[src/rtl/mprp_pkg.sv]
`default_nettype none
// ----------------------------------------------------------------------------
// mprp_pkg
// Shared types and constants of the monochrome pixel row packer.
// ----------------------------------------------------------------------------
package mprp_pkg;

  localparam int MAX_ROW_BYTES_DEF = 16;
  localparam int MAX_ROW_PIXELS    = 128;
  localparam int CFG_INDEX_W       = 2;

  localparam logic [7:0] THRESHOLD_RESET = 8'd128;
  localparam logic [7:0] ROW_WIDTH_RESET = 8'd64;

  localparam logic [CFG_INDEX_W-1:0] REG_THRESHOLD = 2'd0;
  localparam logic [CFG_INDEX_W-1:0] REG_ROW_WIDTH = 2'd1;

  typedef enum logic [1:0] {
    ST_PIXEL,
    ST_READ,
    ST_LOAD
  } mprp_state_t;

  typedef struct packed {
    logic pix_take;
    logic rd_en;
    logic out_load;
  } mprp_cmd_t;

  typedef struct packed {
    logic row_end;
    logic rd_last;
  } mprp_status_t;

endpackage
`default_nettype wire

[src/rtl/mprp_ctrl.sv]
`default_nettype none
// ----------------------------------------------------------------------------
// mprp_ctrl
// Sequencer: pixel intake, then per-byte buffer read and output load.
// ----------------------------------------------------------------------------
module mprp_ctrl (
  input  wire logic                   clk,
  input  wire logic                   rst,
  input  wire logic                   in_valid,
  output logic                        in_stall,
  output logic                        out_valid,
  input  wire logic                   out_stall,
  input  wire mprp_pkg::mprp_status_t status,
  output mprp_pkg::mprp_cmd_t         cmd
);
  import mprp_pkg::*;

  mprp_state_t state;
  mprp_state_t state_next;
  logic        out_free;

  assign out_free = !out_valid || !out_stall;

  always_ff @(posedge clk) begin
    if (rst) begin
      state     <= ST_PIXEL;
      out_valid <= 1'b0;
    end else begin
      state <= state_next;
      if (cmd.out_load) begin
        out_valid <= 1'b1;
      end else if (!out_stall) begin
        out_valid <= 1'b0;
      end
    end
  end

  always_comb begin
    state_next   = state;
    cmd          = '0;
    in_stall     = 1'b1;
    case (state)
      ST_PIXEL: begin
        in_stall     = 1'b0;
        cmd.pix_take = in_valid;
        if (in_valid && status.row_end) begin
          state_next = ST_READ;
        end
      end
      ST_READ: begin
        cmd.rd_en  = 1'b1;
        state_next = ST_LOAD;
      end
      ST_LOAD: begin
        if (out_free) begin
          cmd.out_load = 1'b1;
          state_next   = status.rd_last ? ST_PIXEL : ST_READ;
        end
      end
      default: begin
        state_next = ST_PIXEL;
      end
    endcase
  end

endmodule
`default_nettype wire

[src/rtl/mprp_datapath.sv]
`default_nettype none
// ----------------------------------------------------------------------------
// mprp_datapath
// Config registers, threshold and bit packing, row byte buffer, output register.
// ----------------------------------------------------------------------------
module mprp_datapath #(
  parameter int MAX_ROW_BYTES = mprp_pkg::MAX_ROW_BYTES_DEF
) (
  input  wire logic                               clk,
  input  wire logic                               rst,
  input  wire logic                               cfg_valid,
  output logic                                    cfg_ready,
  input  wire logic [mprp_pkg::CFG_INDEX_W-1:0]   cfg_index,
  input  wire logic [7:0]                         cfg_data,
  input  wire logic [7:0]                         gray_pixel,
  output logic [7:0]                              packed_byte,
  output logic                                    row_last,
  input  wire mprp_pkg::mprp_cmd_t                cmd,
  output mprp_pkg::mprp_status_t                  status
);
  import mprp_pkg::*;

  localparam int IDX_W = (MAX_ROW_BYTES > 1) ? $clog2(MAX_ROW_BYTES) : 1;
  localparam int CAP   = (8 * MAX_ROW_BYTES > MAX_ROW_PIXELS) ? MAX_ROW_PIXELS
                                                             : 8 * MAX_ROW_BYTES;
  localparam logic [7:0]       WIDTH_CAP = 8'(CAP);
  localparam logic [IDX_W-1:0] LAST_IDX  = IDX_W'(MAX_ROW_BYTES - 1);

  logic [7:0]       threshold;
  logic [7:0]       row_width;
  logic [7:0]       group_bits;
  logic [2:0]       group_count;
  logic [6:0]       column;
  logic [IDX_W-1:0] byte_count;
  logic [IDX_W-1:0] rd_idx;
  logic [7:0]       rd_data;
  logic [7:0]       row_bytes [MAX_ROW_BYTES];

  logic [7:0] eff_width;
  logic [7:0] group_next;
  logic       lit;
  logic       mem_we;

  assign cfg_ready = 1'b1;

  always_comb begin
    eff_width = row_width;
    if (row_width == 8'd0) begin
      eff_width = 8'd1;
    end else if (row_width > WIDTH_CAP) begin
      eff_width = WIDTH_CAP;
    end
  end

  assign lit            = (gray_pixel <= threshold);
  assign group_next     = {group_bits[6:0], lit};
  assign status.row_end = ({1'b0, column} + 8'd1) >= eff_width;
  assign status.rd_last = (rd_idx == '0);
  assign mem_we         = cmd.pix_take && (status.row_end || group_count == 3'd7);

  always_ff @(posedge clk) begin
    if (rst) begin
      threshold <= THRESHOLD_RESET;
      row_width <= ROW_WIDTH_RESET;
    end else if (cfg_valid) begin
      case (cfg_index)
        REG_THRESHOLD: threshold <= cfg_data;
        REG_ROW_WIDTH: row_width <= cfg_data;
        default: ;
      endcase
    end
  end

  always_ff @(posedge clk) begin
    if (rst) begin
      group_bits  <= '0;
      group_count <= '0;
      column      <= '0;
      byte_count  <= '0;
      rd_idx      <= '0;
    end else begin
      if (cmd.pix_take) begin
        if (status.row_end) begin
          rd_idx      <= byte_count;
          group_bits  <= '0;
          group_count <= '0;
          column      <= '0;
          byte_count  <= '0;
        end else begin
          column <= column + 7'd1;
          if (group_count == 3'd7) begin
            group_bits  <= '0;
            group_count <= '0;
            if (byte_count != LAST_IDX) begin
              byte_count <= byte_count + 1'b1;
            end
          end else begin
            group_bits  <= group_next;
            group_count <= group_count + 3'd1;
          end
        end
      end
      if (cmd.out_load && !status.rd_last) begin
        rd_idx <= rd_idx - 1'b1;
      end
    end
  end

  // row byte buffer
  always_ff @(posedge clk) begin
    if (mem_we) begin
      row_bytes[byte_count] <= group_next;
    end
    if (cmd.rd_en) begin
      rd_data <= row_bytes[rd_idx];
    end
  end

  always_ff @(posedge clk) begin
    if (cmd.out_load) begin
      packed_byte <= rd_data;
      row_last    <= status.rd_last;
    end
  end

endmodule
`default_nettype wire

[src/rtl/mono_pixel_row_packer_core.sv]
`default_nettype none
// ----------------------------------------------------------------------------
// mono_pixel_row_packer_core
// Thresholds gray pixels to 1 bpp, packs them into bytes and emits each row
// last byte first.
// ----------------------------------------------------------------------------
// Pixels are taken one per cycle while a row fills. A pixel at or below the
// threshold is a lit bit; bits pack first pixel MSB, a partial final group
// stays right-aligned. At a row's last pixel the row buffer drains in reverse
// order, row_last marking the final byte. Each drained byte is a registered
// buffer read, then an output register load, and pixel input is stalled
// until the last byte of the row sits in the output register. cfg_ready is
// held high, so configuration writes are always accepted.
// ----------------------------------------------------------------------------
module mono_pixel_row_packer_core #(
  parameter int MAX_ROW_BYTES = mprp_pkg::MAX_ROW_BYTES_DEF
) (
  input  wire logic                             clk,
  input  wire logic                             rst,
  input  wire logic                             cfg_valid,
  output logic                                  cfg_ready,
  input  wire logic [mprp_pkg::CFG_INDEX_W-1:0] cfg_index,
  input  wire logic [7:0]                       cfg_data,
  input  wire logic                             in_valid,
  output logic                                  in_stall,
  input  wire logic [7:0]                       gray_pixel,
  output logic                                  out_valid,
  input  wire logic                             out_stall,
  output logic [7:0]                            packed_byte,
  output logic                                  row_last
);
  import mprp_pkg::*;

  mprp_cmd_t    cmd;
  mprp_status_t status;

  mprp_ctrl u_ctrl (
    .clk       (clk),
    .rst       (rst),
    .in_valid  (in_valid),
    .in_stall  (in_stall),
    .out_valid (out_valid),
    .out_stall (out_stall),
    .status    (status),
    .cmd       (cmd)
  );

  mprp_datapath #(
    .MAX_ROW_BYTES (MAX_ROW_BYTES)
  ) u_datapath (
    .clk         (clk),
    .rst         (rst),
    .cfg_valid   (cfg_valid),
    .cfg_ready   (cfg_ready),
    .cfg_index   (cfg_index),
    .cfg_data    (cfg_data),
    .gray_pixel  (gray_pixel),
    .packed_byte (packed_byte),
    .row_last    (row_last),
    .cmd         (cmd),
    .status      (status)
  );

endmodule
`default_nettype wire

[config.mk]
export PLATFORM = sky130hd
export DESIGN_NAME = mono_pixel_row_packer_core
export DESIGN_NICKNAME = d
export VERILOG_FILES = /design/src/rtl/mprp_pkg.sv /design/src/rtl/mprp_ctrl.sv /design/src/rtl/mprp_datapath.sv /design/src/rtl/mono_pixel_row_packer_core.sv
export SDC_FILE = /design/constraint.sdc
export NUM_CORES = 1
export LEC_CHECK = 0
export ABC_AREA = 1
export ABC_CLOCK_PERIOD_IN_PS = 8900
export BUFFER_PORTS_ARGS = -buffer_cell sky130_fd_sc_hd__buf_2
export CAP_MARGIN = 20
export CORE_AREA = 8 8 160 162
export CTS_CLUSTER_DIAMETER = 80
export DETAILED_ROUTE_END_ITERATION = 6
export DIE_AREA = 0 0 168 170
export PLACE_DENSITY = 0.47
export SLEW_MARGIN = 20
export SYNTH_ARGS = -nofsm -noshare
export SYNTH_HDL_FRONTEND = slang
export SYNTH_SLANG_ARGS = --single-unit
[constraint.sdc]
create_clock -name clk -period 8.9 [get_ports clk]
set_clock_uncertainty 0.1 [all_clocks]
set_input_delay 2.67 -clock clk [delete_from_list [all_inputs] [get_ports clk]]
set_output_delay 2.67 -clock clk [all_outputs]
set_load 0.05 [all_outputs]
Word level (Yosys, flattened, before mapping)
Memory sizes are Yosys's and may differ from the RTL's. A register that Yosys moved wholly into a read port is not among the register bits.
Index checks and enable logic that the tools add are counted.
W data, S select, Z words.
- memories kept: 1
- logic and storage cells: 75
- bits in registers: 53
- output and inout port bits: 12
- RAM bits: 128
- equal/unequal tests: 8
- $lt $le $gt $ge: 3
- reductions and logical operators: 21
- $add $sub $neg: 5
- muxes and demuxes: 26
- memory list (name ; words ; width ; rd ports ; clocked after memory_dff ; wr ports ; line ; text):
    u_datapath.row_bytes ; 16 ; 8 ; 1 ; 1 ; 1 ; mprp_datapath.sv:37 ; logic [7:0] row_bytes [MAX_ROW_BYTES];
- operator list (kind ; count):
    $mux W4 ; 6
    $mux W7 ; 3
    $mux W8 ; 2
    $mux W1 ; 10
    $add A7 B1 Y8 const B ; 1
    $ge A8 B8 Y1 ; 1
    $gt A8 B8 Y1 const B ; 1
    $le A8 B8 Y1 ; 1
    $logic_not A8 Y1 ; 1
    $reduce_and A2 Y1 ; 4
    $reduce_bool A2 Y1 ; 4
    $add A7 B1 Y7 const B ; 1
    $mux W3 ; 2
    $ne A2 B1 Y1 const B ; 3
    $pmux W2 S3 ; 1
    $add A4 B1 Y4 const B ; 1
    $eq A2 B1 Y1 const B ; 2
    $logic_not A2 Y1 ; 2
    $logic_not A4 Y1 ; 1
    $mux W2 ; 2
    $ne A4 B4 Y1 const B ; 1
    $sub A4 B1 Y4 const B ; 1
    $add A3 B1 Y3 const B ; 1
    $eq A3 B3 Y1 const B ; 1
    5 further kinds ; 10

Depth between registers and ports, before layout
Gate-level depths: netlist of the first run.
- depth after elaboration: 8
- mapped depth: 17
- depth with buffers taken out: 17

Hierarchy
A second synthesis of the first run with hierarchy kept.
- cell total of the unflattened synthesis: 728
- area total of the unflattened synthesis: 8071.5 µm²
- by module, submodules not included (module ; times used ; sequential area each (µm²) ; area an instance (µm²) ; cells each):
    mprp_datapath ; 1 ; 5175.0 ; 7905.1 ; 700
    mprp_ctrl ; 1 ; 60.1 ; 166.4 ; 28

Worst setup path after synthesis of the first run
OpenSTA, ideal clock, no wires.
- kind: input port to flip-flop
- start point: in out_stall
- end point: reg u_datapath.rd_idx[2]
- library setup time: 0.115 ns
- required time: 8.685 ns
- stages on the path: 8
- setup slack: 4.800 ns
- data arrival time: 3.885 ns
- path buffers: 0
- cells stage by stage: nand2_1 inv_1 nor2_1 nand2_2 nand3_1 nand2_2 o21ai_1 nor2_1
- RTL lines (element ; line ; text):
    from (decl) ; mono_pixel_row_packer_core.sv:28 ; input wire logic out_stall,
    to (signal assigned) ; mprp_datapath.sv:84 ; rd_idx <= byte_count;
    to (signal assigned) ; mprp_datapath.sv:104 ; rd_idx <= rd_idx - 1'b1;
    to (decl) ; mprp_datapath.sv:35 ; logic [IDX_W-1:0] rd_idx;

Worst setup path in the final report of the first run
- start point: in in_valid
- end point: mem u_datapath.row_bytes[14][5], enable pin
- cells in the longest elaborated chain, start to end: 4
- ends and longest elaborated chain (element ; line ; text):
    from (decl) ; mono_pixel_row_packer_core.sv:24 ; input wire logic in_valid,
    $mux W1 ; mprp_ctrl.sv:42 ; case (state)
    $logic_and A1 B1 Y1 ; mprp_datapath.sv:59 ; assign mem_we = cmd.pix_take && (status.row_end || group_count == 3'd7);
    $mux W1 ; mprp_datapath.sv:111 ; if (mem_we) begin
    $mux W1 (implied by the code) ; mprp_datapath.sv:112 ; row_bytes[byte_count] <= group_next;
    to (decl) ; mprp_datapath.sv:37 ;
No other way between the ends.

==> results of run 1 <==
[layout make-up]
cell class	instances	area, um2	share of cell area
Sequential cell	189	5240	0.586
Multi-Input combinational cell	452	2410	0.270
Clock buffer	17	425	0.0476
Tap cell	290	363	0.0406
Timing Repair Buffer	35	180	0.0202
Inverter	45	169	0.0189
Clock inverter	15	146	0.0164
[synth_stat cells (all sizes together) (2+ instances only)]
| master | n |
|---|---|
| o211ai | 10 |
| buf | 16 |
| clkinv | 2 |
| o22ai | 8 |
| edfxtp | 145 |
| nand3 | 33 |
| dfxtp | 44 |
| o221ai | 24 |
| xor2 | 6 |
| nor3 | 7 |
| nand4 | 3 |
| clkbuf | 18 |
| nand2 | 83 |
| nor2 | 122 |
| a21oi | 37 |
| inv | 43 |
| ha | 24 |
| o21ai | 86 |
[through the flow]
stage / hold slack, ps / total power (uW)
after CTS: 317 / 1870
after global routing: 329 / 1920
final: 317 / 1850
after detailed placement: 306 / 1140
after global placement: 306 / 1130
after floorplan: 300 / 1090
[routing by layer]
| layer | part of all wire | routed length (um) | vias up | GRT usage |
|---|---|---|---|---|
| li1 | - | - | 2601 | - |
| met1 | 0.44 | 8750 | 2618 | 0.179 |
| met2 | 0.48 | 9510 | 173 | 0.240 |
| met3 | 0.059 | 1180 | 23 | 0.0348 |
| met4 | 0.021 | 408 | 0 | 0.0520 |
| met5 | 0 | 0 | - | 0 |
[logic make-up (layout without fill, tap and decap cells)]
| family | Yosys count | after routing | share of synthesized area |
|---|---|---|---|
| AND/OR/NAND/NOR | 252 | 252 | 0.133 |
| other | 1 | 1 | 0.000470 |
| flip-flops | 189 | 189 | 0.657 |
| AO/OA/AOI/OAI | 168 | 168 | 0.123 |
| adder cells (fa/ha/maj) | 24 | 24 | 0.0377 |
| buffers and inverters | 79 | 112 | 0.0411 |
| XOR/XNOR | 7 | 7 | 0.00769 |
[sequential cells by signal, indices dropped and copies added, names as in the netlist]
register                flops
u_datapath.packed_byte      8
u_datapath.rd_idx           4
u_datapath.group_count      3
u_datapath.row_width        8
u_datapath.row_bytes      128
u_datapath.row_last         1
u_datapath.rd_data          8
u_ctrl.state                2
u_ctrl.out_valid            1
u_datapath.byte_count       4
u_datapath.threshold        8
u_datapath.column           7
u_datapath.group_bits       7
[how the worst max path moves through the flow]
stage,start,to,slack [ps],cells after the start
after detailed placement,in_valid,u_datapath.row_bytes[6][4],3620,7
after global routing,in_valid,u_datapath.row_bytes[14][7],3810,7
after global placement,in_valid,u_datapath.row_bytes[8][1],3740,7
after floorplan,out_stall,u_datapath.rd_idx[2],4800,8
final,in_valid,u_datapath.row_bytes[14][5],4060,7
after CTS,in_valid,u_datapath.row_bytes[6][4],4090,7
[power by group through the flow]
| stage | clock network (uW) | registers (uW) | logic (uW) |
|---|---|---|---|
| after floorplan | 0 | 991 | 98.8 |
| after global placement | 0 | 1010 | 128 |
| after detailed placement | 0 | 1010 | 129 |
| after CTS | 754 | 987 | 130 |
| after global routing | 786 | 989 | 146 |
| final | 737 | 986 | 128 |
[worst max-delay path, cell delays in order]
cell and delay, ps:
buf_2 70, nand2_1 460, inv_1 510, o21ai_4 200, inv_2 110, nand2_1 190
nor2_1 570
==> metrics.md, run 1 <==
| Metric | Value |
|---|---|
| Status | `completed` |
| Synth Net Count | `767` |
| Worst EP required | `a little under 9000 ps` |
| Die footprint | `around 29000 um2` |
| Final Hold Vio Count | `0` |
| Pre-antenna DRT Iters | `5` |
| First-pass GRT wire length | `31100 um` |
| Flop and latch count out of synthesis | `189` |
| Setup ws final | `around 4000 ps` |
| Switch Pwr | `474 uW` |
| Worst-Margin Slew | `1170 ps` |
| Synth-to-layout area growth | `12.0%` |
| Clock Pin Slew Worst Setup and Hold Paths | `approximately 80 ps` |
| CTS resizes | `0` |
| Gp weighted congestion | `0.881` |
| TNS Setup | `0 ps` |
| Via/cell ratio | `between 5 and 6` |
| Final WL | `19800 um` |
| Final Slew Violations | `0` |
| Dpl cells | `1011` |
| Hold path cells | `0` |
| Pwr dens | `207 nW/um2` |
| Placed cell area | `between 8000 and 9000 um2` |
| Final non-filler cell total | `1043` |
| Leak | `0.00327 uW` |
| Remaining antenna violation count | `0` |
| Worst Setup Path Type | `primary input to flip-flop` |
| Commonest non-fill, non-tap cell in the layout | `edfxtp_1` |
| Initial antenna violation count | `0` |
| IO Port Bufs | `33` |
| Crit path time final | `~4800 ps` |
| Buffers inserted during post-CTS setup optimization | `0` |
| Reg2reg path depth | `13` |
| Layout cells sized above 1 | `0.105` |
| Reg2reg start | `u_datapath.column[0]` |
| # H-tree levels | `4` |
| Tot GR Track Use | `0.144` |
| Final Setup Violations | `0` |
| CTS tree | `yes` |
| RR Endpoint | `u_datapath.row_bytes[14][5]` |
| Initial DRC count | `480` |
| Type of origin of the critical path | `primary input` |
| Yosys Warn Count | `0` |
| Residual DRC | `0` |
| Worst slack at placement | `about 3600 ps` |
| Die span in y | `between 150 and 200 um` |
| Hold wc startpoint | `u_datapath.rd_data[7]` |
| RSZ-0062 raised after global routing | `no` |
| VDD IR max | `0.126 mV` |
| Synth Flop Type | `edfxtp_1` |
| Ys async rst share | `0` |
| Final HPWL DP | `between 10000 and 15000 um` |
| Mapped cell area | `7970 um2` |
| Initial Utilization | `0.346` |
| Ports | `35` |
| CTS buffer count | `17` |
| Mean Syn Cell Area | `11.1 um2` |
| Post-synthesis cell type count | `37` |
| CORE AREA | `~23000 um2` |
| Synth top area share | `0.546` |
| Commonest non-fill, non-tap cells in the layout | `145 x edfxtp_1, 120 x nor2_1, 84 x o21ai_0` |
| Synth area leaders | `edfxtp_1 55%, dfxtp_1 11%, nor2_1 5.6%` |
| Hold buffers post-CTS | `0` |
| Largest net degree at the start of global routing | `between 60 and 70` |
| CP Capture Type | `flip-flop` |
| Clk root buf | `clkbuf_16` |
| Internal | `1380 uW` |
| Mapped Cells | `between 700 and 800` |
| Bufs on Longest Clock Path | `2` |
| Seq/Total Area, Yosys | `0.657` |
| Reg2reg setup slack | `5590 ps` |
| Crit-path max FO | `20` |
| Cell area after layout | `8930 um2` |
| Via count | `5415` |
| Gr ovfl total | `0` |
| F_max | `207 MHz` |
| Number of synthesized flops with an enable pin | `~150` |
| WHS Endpoint | `u_datapath.packed_byte[7]` |
| Vias in the first global route | `approximately 5.6k` |
| Maxcap violations | `0` |
| Die W | `168 um` |
| Final Util | `0.388` |
| Sw Share | `0.256` |
| Crit path DAT | `4800 ps` |
| N_diodes | `0` |
| Sequential share of power | `0.533` |
| Worst slew margin | `0.219` |
| Yosys top cell by area | `edfxtp_1` |
| FILL cells | `2183` |
| Gate power share | `0.069` |
| Worst-skew pair later-pin latency | `430 ps` |
| # rows | `56` |
| Clk pwr share | `0.398` |
| Hold Crit Class | `flip-flop to flip-flop` |
| Clock Sink Count | `roughly 190` |
| DR WL/cell | `19.0 um` |
| Nets@finish | `around 790` |
| Fin crit share | `0.544` |
Note: power is estimated with default switching activity, not from simulation.
==> inputs of run 2 (changes only) <==
Settings changed: ABC_AREA 1 to 0, ABC_CLOCK_PERIOD_IN_PS 8900 to 4400, CORE_AREA 8 8 160 162 to 8 8 159 161, DIE_AREA 0 0 168 170 to 0 0 167 169, PLACE_DENSITY 0.47 to 0.49.
Clock period 8.9 ns to 4.4 ns, I/O delays scaled along.
==> run 2 against run 1 <==
Sequential cell count unchanged. Non-clock buffer count increased by 9. Total power increased by 100%. Clock-buffer cell count increased by 1. Highest routed layer unchanged. Setup slack got worse by 3200 ps.
==> metrics.md, run 2 <==
| Metric | Value |
|---|---|
| Clk root buf | `clkbuf_16` |
| Die footprint | `28200 um2 (-1.2%)` |
| Commonest non-fill, non-tap cells in the layout | `145 x edfxtp_1, 43 x dfxtp_1, 40 x nor2_1, 40 x mux4_2, 35 x nand2_1` |
| Nets@finish | `601 (-24%)` |
| Gr ovfl total | `0 (unchanged)` |
| Die W | `167 um (-0.60%)` |
| Yosys Warn Count | `0 (unchanged)` |
| Yosys top cell by area | `edfxtp_1` |
| CTS tree | `yes` |
| RSZ-0062 raised after global routing | `no` |
| Synth Net Count | `564 (-26%)` |
| Residual DRC | `0 (unchanged)` |
| DR WL/cell | `20.2 um (+6.0%)` |
| Crit-path max FO | `8 (-60%)` |
| Final non-filler cell total | `856 (-18%)` |
| Via count | `4406 (-19%)` |
| Synth Flop Type | `edfxtp_1` |
| Initial DRC count | `306 (-36%)` |
| # rows | `56 (unchanged)` |
| Hold buffers post-CTS | `0 (unchanged)` |
| CTS resizes | `0 (unchanged)` |
| Sw Share | `0.214 (-0.0419)` |
| Reg2reg path depth | `10 (-3)` |
| Synth-to-layout area growth | `14.5%` |
| Commonest non-fill, non-tap cell in the layout | `edfxtp_1` |
| Clock Sink Count | `189 (unchanged)` |
| Flop and latch count out of synthesis | `189 (unchanged)` |
| Type of origin of the critical path | `flip-flop` |
| Layout cells sized above 1 | `0.207 (+0.102)` |
| Number of synthesized flops with an enable pin | `145 (unchanged)` |
| Mapped cell area | `7820 um2 (-2.0%)` |
| Initial Utilization | `0.341 (-0.00477)` |
| Dpl cells | `825 (-18%)` |
| Crit path to | `u_datapath.row_bytes[5][4]` |
| IO Port Bufs | `33 (unchanged)` |
| Gate power share | `0.040 (-0.029)` |
| Most frequent cell after synthesis | `edfxtp_1` |
| Worst slew margin | `0.356 (+0.137)` |
| Pre-antenna DRT Iters | `4 (-1)` |
| Clock Pin Slew Worst Setup and Hold Paths | `80 ps (about the same)` |
| Mean Syn Cell Area | `15.1 um2 (+37%)` |
| Worst Setup Path Type | `flip-flop to flip-flop` |
| Worst Setup SP | `u_datapath.column[0]` |
| Synth top area share | `0.557 (+0.0110)` |
| Crit path time final | `3550 ps` |
| Remaining antenna violation count | `0 (unchanged)` |
| Worst EP required | `4350 ps (-4510 ps)` |
| Leak | `0.00305 uW (-6.7%)` |
| Worst-Margin Slew | `965 ps (-205 ps)` |
| Largest net degree at the start of global routing | `43 (-36%)` |
| Final Setup Violations | `0 (unchanged)` |
| Final WL | `17300 um (-13%)` |
| Synth area leaders | `edfxtp_1 56%, mux4_2 12%, dfxtp_1 11%` |
| CP Capture Type | `flip-flop` |
| CORE AREA | `22900 um2 (-0.61%)` |
| Hold slack final | `327 ps (+9.59 ps)` |
| Initial antenna violation count | `0 (unchanged)` |
| Clk pwr share | `0.442 (+0.044)` |
| Maxcap violations | `0 (unchanged)` |
| Internal | `2950 uW (+110%)` |
| Sequential share of power | `0.518 (-0.015)` |
| Final Slew Violations | `0 (unchanged)` |
| Mapped Cells | `517 (-28%)` |
| Max reg flops | `128 (unchanged)` |
| Vias in the first global route | `4506 (-20%)` |
| F_max | `roughly 280 MHz` |
| VDD IR max | `0.245 mV (+94%)` |
| RR Endpoint | `u_datapath.row_bytes[5][4]` |
| Reg2reg setup slack | `850 ps (-4740 ps)` |
| Bufs on Longest Clock Path | `2 (unchanged)` |
| Ys async rst share | `0 (unchanged)` |
| First-pass GRT wire length | `27000 um (-13%)` |
| Gp weighted congestion | `0.767 (-13%)` |
| Buffers inserted during post-CTS setup optimization | `0 (unchanged)` |
| Hold Crit Class | `flip-flop to flip-flop` |
| CTS buffer count | `17 (unchanged)` |
| Seq/Total Area, Yosys | `0.670 (+0.0132)` |
| TNS Setup | `0 ps (unchanged)` |
| Tot GR Track Use | `0.125 (-0.0183)` |
| Die span in y | `169 um (-0.59%)` |
| N_diodes | `0 (unchanged)` |
| Status | `completed` |
| Final HPWL DP | `11700 um (-12%)` |
| Ports | `35 (unchanged)` |
| Post-synthesis cell type count | `45 (+22%)` |
| Top cells by count, synth | `145 x edfxtp_1, 44 x dfxtp_1, 40 x mux4_2, 40 x nor2_1, 35 x nand2_1` |
| FILL cells | `2059 (-5.7%)` |
| Biggest register | `u_datapath.row_bytes` |
| Worst-skew pair later-pin latency | `430 ps (about the same)` |
| Crit path DAT | `3500 ps (-1300 ps)` |
| Switch Pwr | `802 uW (+69%)` |
| Reg2reg start | `u_datapath.column[0]` |
| Via/cell ratio | `5.15 (-0.86%)` |
| # H-tree levels | `4 (unchanged)` |
| Final Hold Vio Count | `0 (unchanged)` |
| Fin crit share | `0.806` |
| Pwr dens | `419 nW/um2 (+100%)` |
-- run 2: kinds of logic after synthesis --
group,after synthesis,share of synthesized area
AND/OR/NAND/NOR,135,0.0813
XOR/XNOR,5,0.00560
buffers and inverters,46,0.0243
flip-flops,189,0.670
other,1,0.000480
adder cells (fa/ha/maj),24,0.0384
AO/OA/AOI/OAI,68,0.0533
multiplexers,49,0.127
-- run 2: worst min-delay path by stage --
stage,slack (ps),depth (start not counted),start,end
global placement,300,0,u_datapath.rd_data[6],u_datapath.packed_byte[6]
floorplan,300,0,u_datapath.rd_data[0],u_datapath.packed_byte[0]
CTS,330,0,u_datapath.rd_data[6],u_datapath.packed_byte[6]
finish,330,0,u_datapath.rd_data[6],u_datapath.packed_byte[6]
detailed placement,310,0,u_datapath.rd_data[6],u_datapath.packed_byte[6]
global route,330,0,u_datapath.rd_data[2],u_datapath.packed_byte[2]
-- run 2: stage by stage --
stage,setup WS [ps],util,power [uW],instance area [um2]
after floorplan,1130,-,2080,7820
after global placement,930,0.363,2130,8320
after detailed placement,782,0.363,2130,8320
after CTS,782,0.391,3780,8950
after global routing,502,0.391,3870,8950
final,852,0.391,3750,8950
-- run 2: cell type report --
type / count / area [um2] / share of cell area
Sequential cell: 189 / 5240 / 0.585
Multi-Input combinational cell: 282 / 2400 / 0.268
Clock buffer: 18 / 429 / 0.0480
Tap cell: 290 / 363 / 0.0405
Timing Repair Buffer: 44 / 248 / 0.0277
Clock inverter: 13 / 201 / 0.0225
Inverter: 20 / 75.1 / 0.00839
-- run 2: power groups by stage --
stage / combinational (uW) / clock, uW / sequential, uW
after floorplan: 102 / 0 / 1980
after global placement: 146 / 0 / 1980
after CTS: 151 / 1680 / 1940
after global routing: 167 / 1760 / 1950
final: 149 / 1660 / 1940
after detailed placement: 150 / 0 / 1980
-- run 2: layer usage --
metal  GRT usage  share of wire
met3      0.0310          0.038
met1       0.165           0.47
met2       0.206           0.48
met5           0              0
met4      0.0282         0.0070
-- run 2: critical path, stage by stage (launching register included) --
cell and delay [ps]:
dfxtp_1 390, ha_1 270, and3_1 200, nand3_1 100
xnor2_1 160, ha_1 310, nand2_1 50, o21ai_1 480
a211o_1 280, nand3_1 190, nor2_1 630
